**src/sv/fpr_pkg.sv**
```systemverilog
// Shared types, constants and helper functions of the fixed packet record packetizer.
package fpr_pkg;

	// Packet geometry. Everything below is derived from the packet size.
	localparam int PACKET_BYTES = 512;
	localparam int WORD_COUNT   = (PACKET_BYTES + 7) / 8;
	localparam int WORD_W       = $clog2(WORD_COUNT);
	localparam int FILL_W       = $clog2(PACKET_BYTES + 1);
	localparam int CMP_W        = ((FILL_W > 9) ? FILL_W : 9) + 2;
	localparam int LAST_LANES   = PACKET_BYTES - (WORD_COUNT - 1) * 8;

	// Header sizes with and without the timestamp.
	localparam int HDR_TS    = 10;
	localparam int HDR_PLAIN = 1;

	localparam logic [7:0] PAD_FILL = 8'hFF;

	// Configuration register indexes and reset values.
	localparam int         CFG_IDX_W      = 2;
	localparam logic [1:0] CFG_SYNC_TAG   = 2'd0;
	localparam logic [1:0] CFG_TS_TAG     = 2'd1;
	localparam logic [1:0] CFG_PAD_TAG    = 2'd2;
	localparam logic [7:0] SYNC_TAG_RST   = 8'd0;
	localparam logic [7:0] TS_TAG_RST     = 8'd1;
	localparam logic [7:0] PAD_TAG_RST    = 8'd255;

	// Result kinds.
	localparam logic KIND_WORD  = 1'b0;
	localparam logic KIND_ERROR = 1'b1;

	typedef enum logic [2:0] {
		OP_OPEN   = 3'd0,
		OP_RECORD = 3'd1,
		OP_DATA   = 3'd2,
		OP_FLUSH  = 3'd3,
		OP_CLOSE  = 3'd4
	} op_t;

	typedef enum logic [1:0] {
		ERR_NOT_OPEN   = 2'd0,
		ERR_TOO_LARGE  = 2'd1,
		ERR_UNEXPECTED = 2'd2
	} err_t;

	// Byte lanes of the final word that lie inside the packet.
	function automatic logic [63:0] last_word_mask();
		logic [63:0] m;
		m = '0;
		for (int k = 0; k < 8; k++) begin
			if (k < LAST_LANES) begin
				m[8*k +: 8] = 8'hFF;
			end
		end
		return m;
	endfunction

	localparam logic [63:0] LAST_WORD_MASK = last_word_mask();

	// Commands from the controller to the datapath.
	typedef struct packed {
		logic capture;
		logic clear_left;
		logic put;
		logic put_tag;
		logic start;
		logic pad_first;
		logic pad_fill;
		logic emit;
		logic report;
		err_t code;
	} fpr_cmd_t;

	// Status from the datapath to the controller.
	typedef struct packed {
		logic left_zero;
		logic fill_full;
		logic too_large;
		logic no_fit;
		logic out_room;
		logic emit_last;
	} fpr_status_t;

endpackage

```
**src/sv/fpr_datapath.sv**
```systemverilog
// Datapath: configuration registers, item registers, packet memory, word assembly and output register.
module fpr_datapath (
	input  logic                         clk,
	input  logic                         arst_n,
	input  logic                         cfg_write,
	input  logic [fpr_pkg::CFG_IDX_W-1:0] cfg_index,
	input  logic [7:0]                   cfg_data,
	input  logic [7:0]                   record_tag,
	input  logic [8:0]                   record_length,
	input  logic [7:0]                   data_byte,
	input  logic [63:0]                  time_value,
	input  logic                         time_valid,
	input  fpr_pkg::fpr_cmd_t            cmd,
	output fpr_pkg::fpr_status_t         status,
	input  logic                         out_stall,
	output logic                         out_valid,
	output logic                         kind,
	output logic [63:0]                  packet_word,
	output logic                         last,
	output logic [1:0]                   error
);
	import fpr_pkg::*;

	logic [7:0]        sync_tag_q, ts_tag_q, pad_tag_q;
	logic [7:0]        tag_q;
	logic [8:0]        len_q;
	logic [63:0]       tv_q;
	logic              tvalid_q;
	logic [63:0]       acc_q;
	logic [FILL_W-1:0] fill_q;
	logic [8:0]        left_q;
	logic [63:0]       mem [WORD_COUNT];
	logic [63:0]       rd_q;
	logic [WORD_W-1:0] rd_ptr_q;
	logic              out_valid_q, kind_q, last_q;
	logic [1:0]        err_q;

	logic [2:0]        lane;
	logic [WORD_W-1:0] widx;
	logic              last_word, fill_full, put_ok, put_done;
	logic [FILL_W-1:0] next_bound;
	logic [7:0]        put_val;
	logic [63:0]       put_word, pad_word, fill_word;
	logic              wr_en;
	logic [WORD_W-1:0] wr_addr;
	logic [63:0]       wr_data;
	logic [CMP_W-1:0]  need, hdr;
	logic              out_room, emit_go, report_go, rd_last;

	assign lane       = fill_q[2:0];
	assign widx       = fill_q[WORD_W+2:3];
	assign last_word  = (widx == WORD_W'(WORD_COUNT - 1));
	assign fill_full  = (fill_q >= FILL_W'(PACKET_BYTES));
	assign next_bound = last_word ? FILL_W'(PACKET_BYTES)
	                              : FILL_W'({widx, 3'b000}) + FILL_W'(8);
	assign put_val    = cmd.put_tag ? tag_q : data_byte;
	assign put_ok     = cmd.put && !fill_full;
	assign put_done   = (lane == 3'd7) || (fill_q == FILL_W'(PACKET_BYTES - 1));

	always_comb begin
		for (int k = 0; k < 8; k++) begin
			put_word[8*k +: 8] = (3'(k) == lane) ? put_val : acc_q[8*k +: 8];
			if (3'(k) < lane) begin
				pad_word[8*k +: 8] = acc_q[8*k +: 8];
			end else if (3'(k) == lane) begin
				pad_word[8*k +: 8] = pad_tag_q;
			end else begin
				pad_word[8*k +: 8] = PAD_FILL;
			end
		end
		fill_word = {8{PAD_FILL}};
		if (last_word) begin
			pad_word  = pad_word & LAST_WORD_MASK;
			fill_word = fill_word & LAST_WORD_MASK;
		end
	end

	// One memory write per cycle at most; the controller never issues two writers together.
	always_comb begin
		wr_en   = 1'b0;
		wr_addr = widx;
		wr_data = put_word;
		if (cmd.start && tvalid_q) begin
			wr_en   = 1'b1;
			wr_addr = '0;
			wr_data = {tv_q[47:0], ts_tag_q, sync_tag_q};
		end else if (put_ok && put_done) begin
			wr_en = 1'b1;
		end else if (cmd.pad_first && !fill_full) begin
			wr_en   = 1'b1;
			wr_data = pad_word;
		end else if (cmd.pad_fill && !fill_full) begin
			wr_en   = 1'b1;
			wr_data = fill_word;
		end
	end

	assign need = CMP_W'(len_q) + CMP_W'(1);
	assign hdr  = tvalid_q ? CMP_W'(HDR_TS) : CMP_W'(HDR_PLAIN);

	assign out_room  = !out_valid_q || !out_stall;
	assign emit_go   = cmd.emit && out_room;
	assign report_go = cmd.report && out_room;
	assign rd_last   = (rd_ptr_q == WORD_W'(WORD_COUNT - 1));

	assign status.left_zero = (left_q == 9'd0);
	assign status.fill_full = fill_full;
	assign status.too_large = need > (CMP_W'(PACKET_BYTES) - hdr);
	assign status.no_fit    = need > (CMP_W'(PACKET_BYTES) - CMP_W'(fill_q));
	assign status.out_room  = out_room;
	assign status.emit_last = emit_go && rd_last;

	always_ff @(posedge clk or negedge arst_n) begin
		if (!arst_n) begin
			sync_tag_q  <= SYNC_TAG_RST;
			ts_tag_q    <= TS_TAG_RST;
			pad_tag_q   <= PAD_TAG_RST;
			fill_q      <= '0;
			left_q      <= '0;
			rd_ptr_q    <= '0;
			out_valid_q <= 1'b0;
		end else begin
			if (cfg_write) begin
				case (cfg_index)
					CFG_SYNC_TAG: sync_tag_q <= cfg_data;
					CFG_TS_TAG:   ts_tag_q   <= cfg_data;
					CFG_PAD_TAG:  pad_tag_q  <= cfg_data;
					default: ;
				endcase
			end

			if (cmd.start) begin
				fill_q <= tvalid_q ? FILL_W'(HDR_TS) : FILL_W'(HDR_PLAIN);
			end else if (put_ok) begin
				fill_q <= fill_q + FILL_W'(1);
			end else if ((cmd.pad_first || cmd.pad_fill) && !fill_full) begin
				fill_q <= next_bound;
			end

			if (cmd.clear_left) begin
				left_q <= '0;
			end else if (put_ok) begin
				left_q <= cmd.put_tag ? len_q : left_q - 9'd1;
			end

			if (emit_go) begin
				rd_ptr_q <= rd_last ? '0 : rd_ptr_q + WORD_W'(1);
			end

			if (emit_go || report_go) begin
				out_valid_q <= 1'b1;
			end else if (!out_stall) begin
				out_valid_q <= 1'b0;
			end
		end
	end

	always_ff @(posedge clk) begin
		if (cmd.capture) begin
			tag_q    <= record_tag;
			len_q    <= record_length;
			tv_q     <= time_value;
			tvalid_q <= time_valid;
		end

		// The word under assembly; lanes not yet written stay zero.
		if (cmd.start) begin
			acc_q <= tvalid_q ? {48'd0, tv_q[63:48]} : {56'd0, sync_tag_q};
		end else if (put_ok) begin
			acc_q <= put_done ? '0 : put_word;
		end else if (cmd.pad_first && !fill_full) begin
			acc_q <= '0;
		end

		if (emit_go) begin
			kind_q <= KIND_WORD;
			last_q <= rd_last;
			err_q  <= '0;
		end else if (report_go) begin
			kind_q <= KIND_ERROR;
			last_q <= 1'b0;
			err_q  <= cmd.code;
		end
	end

	always_ff @(posedge clk) begin
		if (wr_en) begin
			mem[wr_addr] <= wr_data;
		end
	end

	always_ff @(posedge clk) begin
		if (emit_go) begin
			rd_q <= mem[rd_ptr_q];
		end
	end

	assign out_valid   = out_valid_q;
	assign kind        = kind_q;
	assign packet_word = (kind_q == KIND_ERROR) ? '0 : rd_q;
	assign last        = last_q;
	assign error       = err_q;

endmodule

```
**src/sv/fpr_ctrl.sv**
```systemverilog
// Controller: sequences each item through check, padding, emission and packet start.
module fpr_ctrl (
	input  logic                 clk,
	input  logic                 arst_n,
	input  logic                 in_valid,
	input  logic [2:0]           operation,
	output logic                 in_stall,
	input  fpr_pkg::fpr_status_t status,
	output fpr_pkg::fpr_cmd_t    cmd
);
	import fpr_pkg::*;

	typedef enum logic [7:0] {
		S_IDLE      = 8'b0000_0001,
		S_REC_CHECK = 8'b0000_0010,
		S_PAD_FIRST = 8'b0000_0100,
		S_PAD_FILL  = 8'b0000_1000,
		S_EMIT      = 8'b0001_0000,
		S_START     = 8'b0010_0000,
		S_PUT_TAG   = 8'b0100_0000,
		S_REPORT    = 8'b1000_0000
	} state_t;

	state_t state_q, state_d;
	logic   open_q, open_d;
	op_t    op_q, op_d;
	err_t   code_q, code_d;

	assign in_stall = (state_q != S_IDLE);

	always_comb begin
		state_d  = state_q;
		open_d   = open_q;
		op_d     = op_q;
		code_d   = code_q;
		cmd      = '0;
		cmd.code = code_q;
		case (state_q)
			S_IDLE: begin
				if (in_valid) begin
					op_d        = op_t'(operation);
					cmd.capture = 1'b1;
					if (op_d == OP_OPEN) begin
						open_d         = 1'b1;
						cmd.clear_left = 1'b1;
						state_d        = S_START;
					end else if (!open_q
					             && (op_d inside {OP_RECORD, OP_DATA, OP_FLUSH, OP_CLOSE})) begin
						code_d  = ERR_NOT_OPEN;
						state_d = S_REPORT;
					end else begin
						case (op_d)
							OP_RECORD: begin
								cmd.clear_left = 1'b1;
								state_d        = S_REC_CHECK;
							end
							OP_DATA: begin
								if (status.left_zero || status.fill_full) begin
									code_d  = ERR_UNEXPECTED;
									state_d = S_REPORT;
								end else begin
									cmd.put = 1'b1;
								end
							end
							OP_FLUSH, OP_CLOSE: begin
								cmd.clear_left = 1'b1;
								state_d        = S_PAD_FIRST;
							end
							default: ;
						endcase
					end
				end
			end
			S_REC_CHECK: begin
				if (status.too_large) begin
					code_d  = ERR_TOO_LARGE;
					state_d = S_REPORT;
				end else if (status.no_fit) begin
					state_d = S_PAD_FIRST;
				end else begin
					cmd.put     = 1'b1;
					cmd.put_tag = 1'b1;
					state_d     = S_IDLE;
				end
			end
			S_PAD_FIRST: begin
				if (status.fill_full) begin
					state_d = S_EMIT;
				end else begin
					cmd.pad_first = 1'b1;
					state_d       = S_PAD_FILL;
				end
			end
			S_PAD_FILL: begin
				if (status.fill_full) begin
					state_d = S_EMIT;
				end else begin
					cmd.pad_fill = 1'b1;
				end
			end
			S_EMIT: begin
				cmd.emit = 1'b1;
				if (status.emit_last) begin
					if (op_q == OP_CLOSE) begin
						open_d  = 1'b0;
						state_d = S_IDLE;
					end else begin
						state_d = S_START;
					end
				end
			end
			S_START: begin
				cmd.start = 1'b1;
				state_d   = (op_q == OP_RECORD) ? S_PUT_TAG : S_IDLE;
			end
			S_PUT_TAG: begin
				cmd.put     = 1'b1;
				cmd.put_tag = 1'b1;
				state_d     = S_IDLE;
			end
			S_REPORT: begin
				if (status.out_room) begin
					cmd.report = 1'b1;
					state_d    = S_IDLE;
				end
			end
			default: begin
				state_d = S_IDLE;
			end
		endcase
	end

	always_ff @(posedge clk or negedge arst_n) begin
		if (!arst_n) begin
			state_q <= S_IDLE;
			open_q  <= 1'b0;
			op_q    <= OP_OPEN;
			code_q  <= ERR_NOT_OPEN;
		end else begin
			state_q <= state_d;
			open_q  <= open_d;
			op_q    <= op_d;
			code_q  <= code_d;
		end
	end

endmodule

```
**src/sv/fixed_packet_record_packetizer_top.sv**
```systemverilog
// Top level of the fixed packet record packetizer: controller plus datapath.
//
// The block packs tagged records into fixed packets of PACKET_BYTES bytes and
// emits each finished packet as a burst of 64-bit words, first byte in bits 7..0,
// with last set on the final word. A packet opens with the sync tag and, when the
// item that starts it carries a valid time, the timestamp tag and the time in
// little-endian order. A record start places its tag byte and arms a count of
// data bytes; each data byte item then writes one byte. A record that does not
// fit pads and emits the current packet and starts a new one first. Flush and
// close pad with the padding tag and 0xFF bytes and emit; close also leaves the
// open state. Misuse produces an error report item (kind set) instead of data.
// A data byte item is taken without a stall, so a record body streams at one byte
// per cycle. Open starts a new packet; a record start that fits goes through its
// size check and places its tag. A report for an item sent while closed or for a
// surplus data byte waits until the output register is free; a refused record
// start goes through its size check first. Flush and close are accepted, pad the
// packet word by word until it is full (or only see it full when it already
// is), then emit WORD_COUNT words (64 for 512-byte packets) at one word per
// cycle while the output side does not stall. Flush then starts the next
// packet; close goes straight back to idle. A record start that overflows
// runs its size check before the padding, and after the emission starts the
// new packet and then places its tag.
// The emission rate is set by the single read port of the packet memory, whose
// registered read data is also the output register. The packet memory has no
// reset; every byte is written before it is emitted.
module fixed_packet_record_packetizer_top (
	input  logic                          clk,
	input  logic                          arst_n,
	input  logic                          cfg_write,
	input  logic [fpr_pkg::CFG_IDX_W-1:0] cfg_index,
	input  logic [7:0]                    cfg_data,
	input  logic                          in_valid,
	output logic                          in_stall,
	input  logic [2:0]                    operation,
	input  logic [7:0]                    record_tag,
	input  logic [8:0]                    record_length,
	input  logic [7:0]                    data_byte,
	input  logic [63:0]                   time_value,
	input  logic                          time_valid,
	output logic                          out_valid,
	input  logic                          out_stall,
	output logic                          kind,
	output logic [63:0]                   packet_word,
	output logic                          last,
	output logic [1:0]                    error
);
	import fpr_pkg::*;

	fpr_cmd_t    cmd;
	fpr_status_t status;

	// The controller owns the open state and the item sequence; it accepts an
	// item only in its idle state.
	fpr_ctrl u_ctrl (
		.clk       (clk),
		.arst_n    (arst_n),
		.in_valid  (in_valid),
		.operation (operation),
		.in_stall  (in_stall),
		.status    (status),
		.cmd       (cmd)
	);

	// The datapath holds the tags, the packet memory, the fill level, the
	// remaining record byte count and the output register.
	fpr_datapath u_datapath (
		.clk           (clk),
		.arst_n        (arst_n),
		.cfg_write     (cfg_write),
		.cfg_index     (cfg_index),
		.cfg_data      (cfg_data),
		.record_tag    (record_tag),
		.record_length (record_length),
		.data_byte     (data_byte),
		.time_value    (time_value),
		.time_valid    (time_valid),
		.cmd           (cmd),
		.status        (status),
		.out_stall     (out_stall),
		.out_valid     (out_valid),
		.kind          (kind),
		.packet_word   (packet_word),
		.last          (last),
		.error         (error)
	);

endmodule

```
**config.mk**
```make
export PLATFORM = sky130hd
export DESIGN_NAME = fixed_packet_record_packetizer_top
export DESIGN_NICKNAME = d
export VERILOG_FILES = /design/src/sv/fpr_pkg.sv /design/src/sv/fpr_datapath.sv /design/src/sv/fpr_ctrl.sv /design/src/sv/fixed_packet_record_packetizer_top.sv
export SDC_FILE = /design/constraint.sdc
export NUM_CORES = 2
export LEC_CHECK = 0
export ABC_AREA = 1
export BUFFER_PORTS_ARGS = -buffer_cell sky130_fd_sc_hd__buf_2
export CAP_MARGIN = 20
export CORE_MARGIN = 2
export CORE_UTILIZATION = 30
export CTS_CLUSTER_SIZE = 40
export DETAILED_ROUTE_END_ITERATION = 12
export GPL_ROUTABILITY_DRIVEN = 0
export PLACE_DENSITY = 0.53
export SYNTH_ARGS = -nofsm -noshare
export SYNTH_HDL_FRONTEND = slang
export SYNTH_SLANG_ARGS = --single-unit
```
**constraint.sdc**
```tcl
create_clock -name clk -period 9.6 [get_ports clk]
set_input_delay 1.44 -clock clk [delete_from_list [all_inputs] [get_ports clk]]
set_output_delay 1.44 -clock clk [all_outputs]
set_load 0.05 [all_outputs]
```
* After elaboration in Yosys (flattened, before gate mapping)
Memories as Yosys holds them, arrays and structs flattened. A register that Yosys moved wholly into a read port is not among the register bits.
Index checks and enable logic that the tools add are counted.
** Word-level totals
- Logic and storage cells :: 219
- Memories :: 1
- Bits in writable memories :: 4096
- Input port bits :: 108
- Bits in registers :: 214
** Memory list
- u_datapath.mem :: words 64, bits a word 64, rd ports 1, clocked after Yosys merged registers in 1, write ports 1, RTL line fpr_datapath.sv:32 : logic [63:0] mem [WORD_COUNT];
** Cells by class
- Equal/unequal tests :: 41
- Multiplexer cells :: 101
- Reduce and logical (&&, ||, !) cells :: 39
- Order comparisons :: 11
- Add/sub/neg operators :: 7
** Operator list (number)
- $mux W64 :: 9
- $mux W8 :: 33
- $pmux W8 S7 :: 1
- $mux W10 :: 4
- $mux W9 :: 3
- $mux W1 :: 26
- $gt A12 B12 Y1 :: 2
- $pmux W8 S3 :: 1
- $mux W2 :: 10
- $mux W6 :: 3
- $mux W16 :: 1
- $eq A3 B3 Y1 const A :: 4
- $eq A6 B6 Y1 const B :: 2
- $lt A3 B3 Y1 const A :: 4
- $reduce_and A6 Y1 :: 2
- $sub A10 B12 Y12 const A :: 1
- $sub A10 B10 Y11 const A :: 1
- $add A10 B1 Y10 const B :: 1
- $add A9 B1 Y10 const B :: 1
- $add A9 B4 Y10 const B :: 1
- $eq A10 B9 Y1 const B :: 1
- $ge A10 B10 Y1 const B :: 1
- $logic_and A1 B1 Y1 :: 10
- $ne A2 B1 Y1 const B :: 5
- 43 further kinds :: 72

* Longest topological paths before layout
- Depth after elaboration :: 14
- Depth in mapped cells :: 24
- Depth with buffers taken out :: 21

* Modules after synthesis
Synthesis repeated with hierarchy kept, for this count alone.
** Second synthesis, totals
- Cells, all modules :: 14554
- Area total of the unflattened synthesis :: 177535.3 um^2
** By module, submodules not included
- fpr_datapath :: cells an instance 14397, times used 1, area an instance 176445.5 um^2, sequential area each 130656.6 um^2
- fpr_ctrl :: cells an instance 157, times used 1, area an instance 1089.8 um^2, sequential area each 351.6 um^2

* Worst setup path after synthesis
No wires, ideal clock.
- Path type :: register -> register
- Start point :: register u_datapath.fill_q[3]
- End point :: memory u_datapath.mem[26][0] (enable)
- Slack :: 1.981 ns
- Setup time :: 0.565 ns
- Clock period less this slack :: 7.619 ns
- Arrival time :: 7.055 ns
- Required time :: 9.035 ns
- Cell stages (with the launch flop) :: 22
- Path through :: dfrtp_1 -> buf_2 -> inv_2 -> ha_1 -> nand3_1 -> nor2_4 -> nand2_2 -> xor2_1 -> ha_1 -> nand2_1 -> nor2_1 -> nand2_1 -> nor2_1 -> a21oi_1 -> nand2_1 -> nand4_2 -> nand3_4 -> nand3_1 -> nand2_1 -> buf_6 -> nand2_2 -> nor3_1
** Between the ends
- Word-level cells in the longest chain between the ends :: 14
- Elaborated cells between the ends (all ways) :: 29
- Classes of those cells :: add/sub (1); order compare (2); eq/ne (1); mux (18); reduce/logical (7)
** RTL lines
- start: declaration :: RTL line fpr_datapath.sv:30 : logic [FILL_W-1:0] fill_q;
- start signal: assignment :: RTL line fpr_datapath.sv:133 : fill_q <= tvalid_q ? FILL_W'(HDR_TS) : FILL_W'(HDR_PLAIN);
- start signal: assignment :: RTL line fpr_datapath.sv:135 : fill_q <= fill_q + FILL_W'(1);
- start signal: assignment :: RTL line fpr_datapath.sv:137 : fill_q <= next_bound;
- branches (longest 14 deep; another with $gt A12 B12 Y1)
- end: declaration :: RTL line fpr_datapath.sv:32
Parallel ways; which one is timed is not known.

* Worst setup path in the final report
- Start point :: register u_datapath.fill_q[2]
- End point :: memory u_datapath.mem[23][43] (enable)
** Between the ends
- Word-level cells in the longest chain between the ends :: 14
- Elaborated cells between the ends (all ways) :: 29
- Classes of those cells :: add/sub (1); order compare (2); eq/ne (2); mux (17); reduce/logical (7)
** RTL lines
- branches (longest 10 deep; another with $gt A12 B12 Y1)
- $mux W1 (*) :: RTL line fpr_datapath.sv:87 : end else if (put_ok && put_done) begin
- $mux W1 (*) :: RTL line fpr_datapath.sv:83 : if (cmd.start && tvalid_q) begin
- $mux W1 (*) :: RTL line fpr_datapath.sv:187 : if (wr_en) begin
- $mux W1 (implied by the code) (*) :: RTL line fpr_datapath.sv:188 : mem[wr_addr] <= wr_data;
Every way passes the cells marked *.

==> metrics.txt <==
grt peak-use layer met2; Resized cells post-CTS 0; Final HPWL DP 287 mm; final core occ approximately 34%; Slowest-stage cell, CP nor2_4; drt first pass iters 6; clock share of power 35.9%; via count 109,269; first-pass GRT wire length 756 mm; CTS hold repair buffers 0; Least-Margin Pin Slew 1.17 ns; initial antenna violation count 23; Worst setup SP type register; Crit path largest cell delay about 1.1 ns; GR Util met3 between 2 and 3%; Post-DRT Antenna Nets 0; Leakage 61.6 nW; total negative setup slack 0 ns; Synth Net Count 12,859; Port Buf Inserts 177; I/O Pins between 150 and 200; Fin. Hold Viols 0; YS warnings 0; cell internal pwr 0.0328 W; Seq cells post-synth 4,374; Post-CTS Setup Inserts 0; Yosys cell types 52; run status finished, final reports clean; Mapped Cells 12,728; Max Slew Vio Count 0; Hold Slack 0.491 ns; DR DRC count 0; FF-to-FF Start u_datapath.fill_q[2]$_DFFE_PN0P_; critical path type reg2reg; critical-path maximum fanout 41; Initial Util 30.1%; Max Freq 156 MHz; TritonCTS clock tree done; Max-slew headroom a little over a fifth; final period utilization 66.6%; Syn Std Cell Area 174,000 sq um; fin worst setup slack 3.20 ns; layout cell share with drive strength beyond 1 9.59%; core area 578,000 sq um; largest net degree at the start of global routing between 200 and 250; Worst Skew 0.0761 ns; Worst Hold Launch u_datapath.ts_tag_q[0]$_DFFE_PN1P_; Worst-Skew Late Latency 1.03 ns; Clock Root Buffer clkbuf_16; RSZ-0062 raised after global routing no; Global Route Usage Sum 17.3%; final-layout fill cell count 55,823; Critical Path RT 10.25 ns; Net Sw Power 0.0124 W; vias per inst 5.25; Crit. Startpoint u_datapath.fill_q[2]$_DFFE_PN0P_; worst-case clock buffer depth 4; Place WS 3.30 ns; switching share of power a little over a quarter; Synth-to-Final Area Change 13.6%; crit path cell chain inv_2 -> nand3_2 -> o31ai_1 -> nand2_1 -> ha_1 -> nand2_1 -> nor2_1 -> nand2_1 -> nor2_1 -> a21oi_1 -> nand2_1 -> nand4_2 -> nand3_4 -> nand3_1 -> nand2_1 -> nand3_1 -> nor2_4 -> buf_12; sequential fraction of the synthesis area 75.2%; Hold/Removal Path Class reg2reg; num rows 279; Die Y 766 microns; number of max-cap violations 0; crit path capture type register; setup violation total in the final timing report 0; Clock transition at path regs about 0.060 ns; die width 766 microns; Total Nets Final between 10,000 and 15,000; fin crit period 6.40 ns; Avg Synthesized Cell Area 13.7 sq um; number of flops mapped to enable cells by yosys 4,307; Max H-tree Level 5; met1 global-route usage 24.5%; Seq pwr share 50.3%; post-DR wirelength/cell roughly 25 microns; Register Area 131,000 sq um; GR Layer Usage met2 27.6%; Worst path most repeated cell nand2_1; logic gate share of total power about 14%; vias in the first global route between 100k and 150k; total CTS buffers about 420; clock sink count 4,374; ys async rst share approximately 1.5%; Peak VDD IR 0.000168 V; Post-synth top flop edfxtp_1; Die Area 587,000 sq um; iteration-0 DRC count of the detailed router 13,143; grt ovf 0; Power Dens Cells 229 nW/um^2; multi-input logic area 39,500 sq um; Crit path arrival time 7.04 ns; routed wire length ~530 mm
## cell usage in the layout, fill, tap and decap left out, drive strengths merged, types with 6 or more instances in the layout
cell | synthesis | final
nor4 | 6 | 6
o211ai | 132 | 132
o221ai | 393 | 393
edfxtp | 4307 | 4307
nand2 | 890 | 890
dfstp | 10 | 10
a21oi | 267 | 267
diode | 0 | 12
ha | 23 | 23
nand3 | 785 | 785
clkinvlp | 0 | 11
o22ai | 12 | 12
dfrtp | 54 | 54
a211oi | 7 | 7
nor2 | 2500 | 2500
nand4 | 15 | 15
inv | 209 | 226
o32ai | 631 | 631
clkbuf | 734 | 530
mux2i | 393 | 393
clkinv | 11 | 204
nor3 | 33 | 33
xor2 | 21 | 21
bufinv | 0 | 23
o21ai | 1117 | 1117
buf | 157 | 448
## path summary, 6_finish.rpt
check | to | slack [ns] | cells past startpoint
worst max-delay path | u_datapath.mem[23][43]$_DFFE_PP_ | 3.20 | 18
worst max register to register | u_datapath.mem[23][43]$_DFFE_PP_ | 3.20 | 18
worst min-delay path | u_datapath.ts_tag_q[0]$_DFFE_PN1P_ | 0.49 | 2
min in group asynchronous | u_datapath.ts_tag_q[4]$_DFFE_PN0P_ | 0.56 | 1
worst min register to register | u_datapath.ts_tag_q[0]$_DFFE_PN1P_ | 0.49 | 2
max in group asynchronous | u_datapath.rd_ptr_q[2]$_DFFE_PN0P_ | 8.29 | 1
## final cells by class
cell class	count	area share, %
timing repair buffer	448	1.78
antenna	12	0.0152
multi-input combinational	7243	20.0
inverter	220	0.441
sequential	4374	66.2
tap	7727	4.89
clock buffer	530	5.62
clock inverter	244	1.09
## metrics by stage
step	cell area (sq um)	total power [W]	cells
6_report	198000	0.0452	20798
5_1_grt	198000	0.0468	20791
4_1_cts	198000	0.0455	20783
3_5_place_dp	185000	0.0294	20009
3_3_place_gp	184000	0.0294	20004
2_1_floorplan	174000	0.0270	12728
## state kept, by name (all words and copies together), names as in the netlist, 8 cells and up
| register | flops |
|---|---|
| u_datapath.pad_tag_q | 8 |
| u_datapath.left_q | 9 |
| u_datapath.mem | 4096 |
| u_ctrl.state_q | 8 |
| u_datapath.tv_q | 64 |
| u_datapath.fill_q | 10 |
| u_datapath.len_q | 9 |
| u_datapath.rd_q | 64 |
| u_datapath.tag_q | 8 |
| u_datapath.acc_q | 64 |
| u_datapath.sync_tag_q | 8 |
| u_datapath.ts_tag_q | 8 |
## synth_stat cells (10+ instances only)
cell	count	area, sq um
edfxtp_1	4307	129000
nor2_1	2495	9370
o21ai_0	1100	5510
nand2_1	876	3290
nand3_1	780	3900
clkbuf_1	734	2760
o32ai_1	631	5530
mux2i_1	393	3930
o221ai_1	393	3440
a21oi_1	247	1240
inv_1	193	724
o211ai_1	132	991
buf_2	96	480
dfrtp_1	54	1350
buf_1	49	184
nor3_1	33	165
ha_1	23	288
xor2_1	21	184
a21oi_2	20	175
inv_2	16	60.1
o21ai_1	16	80.1
nand4_1	13	81.3
o22ai_1	12	75.1
clkinv_1	11	41.3
dfstp_2	10	263
## worst max-delay path: cells and delay by family (launching register included)
| kind | cells | cell delay (ns) |
|---|---|---|
| AOI/OAI and AO/OA | 2 | 0.37 |
| DFF | 1 | 0.54 |
| buffers and inverters | 2 | 0.76 |
| and+or+nand+nor | 13 | 3.97 |
| adders and majority gates | 1 | 0.29 |
## cell families (layout without fill, tap and decap cells)
group / Yosys count / after routing / share of synthesized area [%]
compound gates: 2570 / 2570 / 9.87
xor+xnor: 24 / 24 / 0.121
fa+ha+maj: 23 / 23 / 0.165
buf+inv: 1111 / 1442 / 2.51
flops: 4374 / 4374 / 75.2
mux: 393 / 393 / 2.26
other cells: 0 / 12 / 0
simple gates: 4233 / 4233 / 9.85
## routing by layer
layer	vias up	wire length (microns)
li1	48048	-
met5	-	34
met2	4307	246000
met4	4	14400
met1	56243	229000
met3	667	40000
## power groups by stage
stage	clock network, W	registers (W)	logic [W]
global route	0.0172	0.0228	0.00676
global placement	0	0.0232	0.00621
finish	0.0162	0.0228	0.00623
floorplan	0	0.0232	0.00381
CTS	0.0165	0.0228	0.00625
detailed placement	0	0.0232	0.00624
No activity file was read; power rests on OpenSTA's default activity.
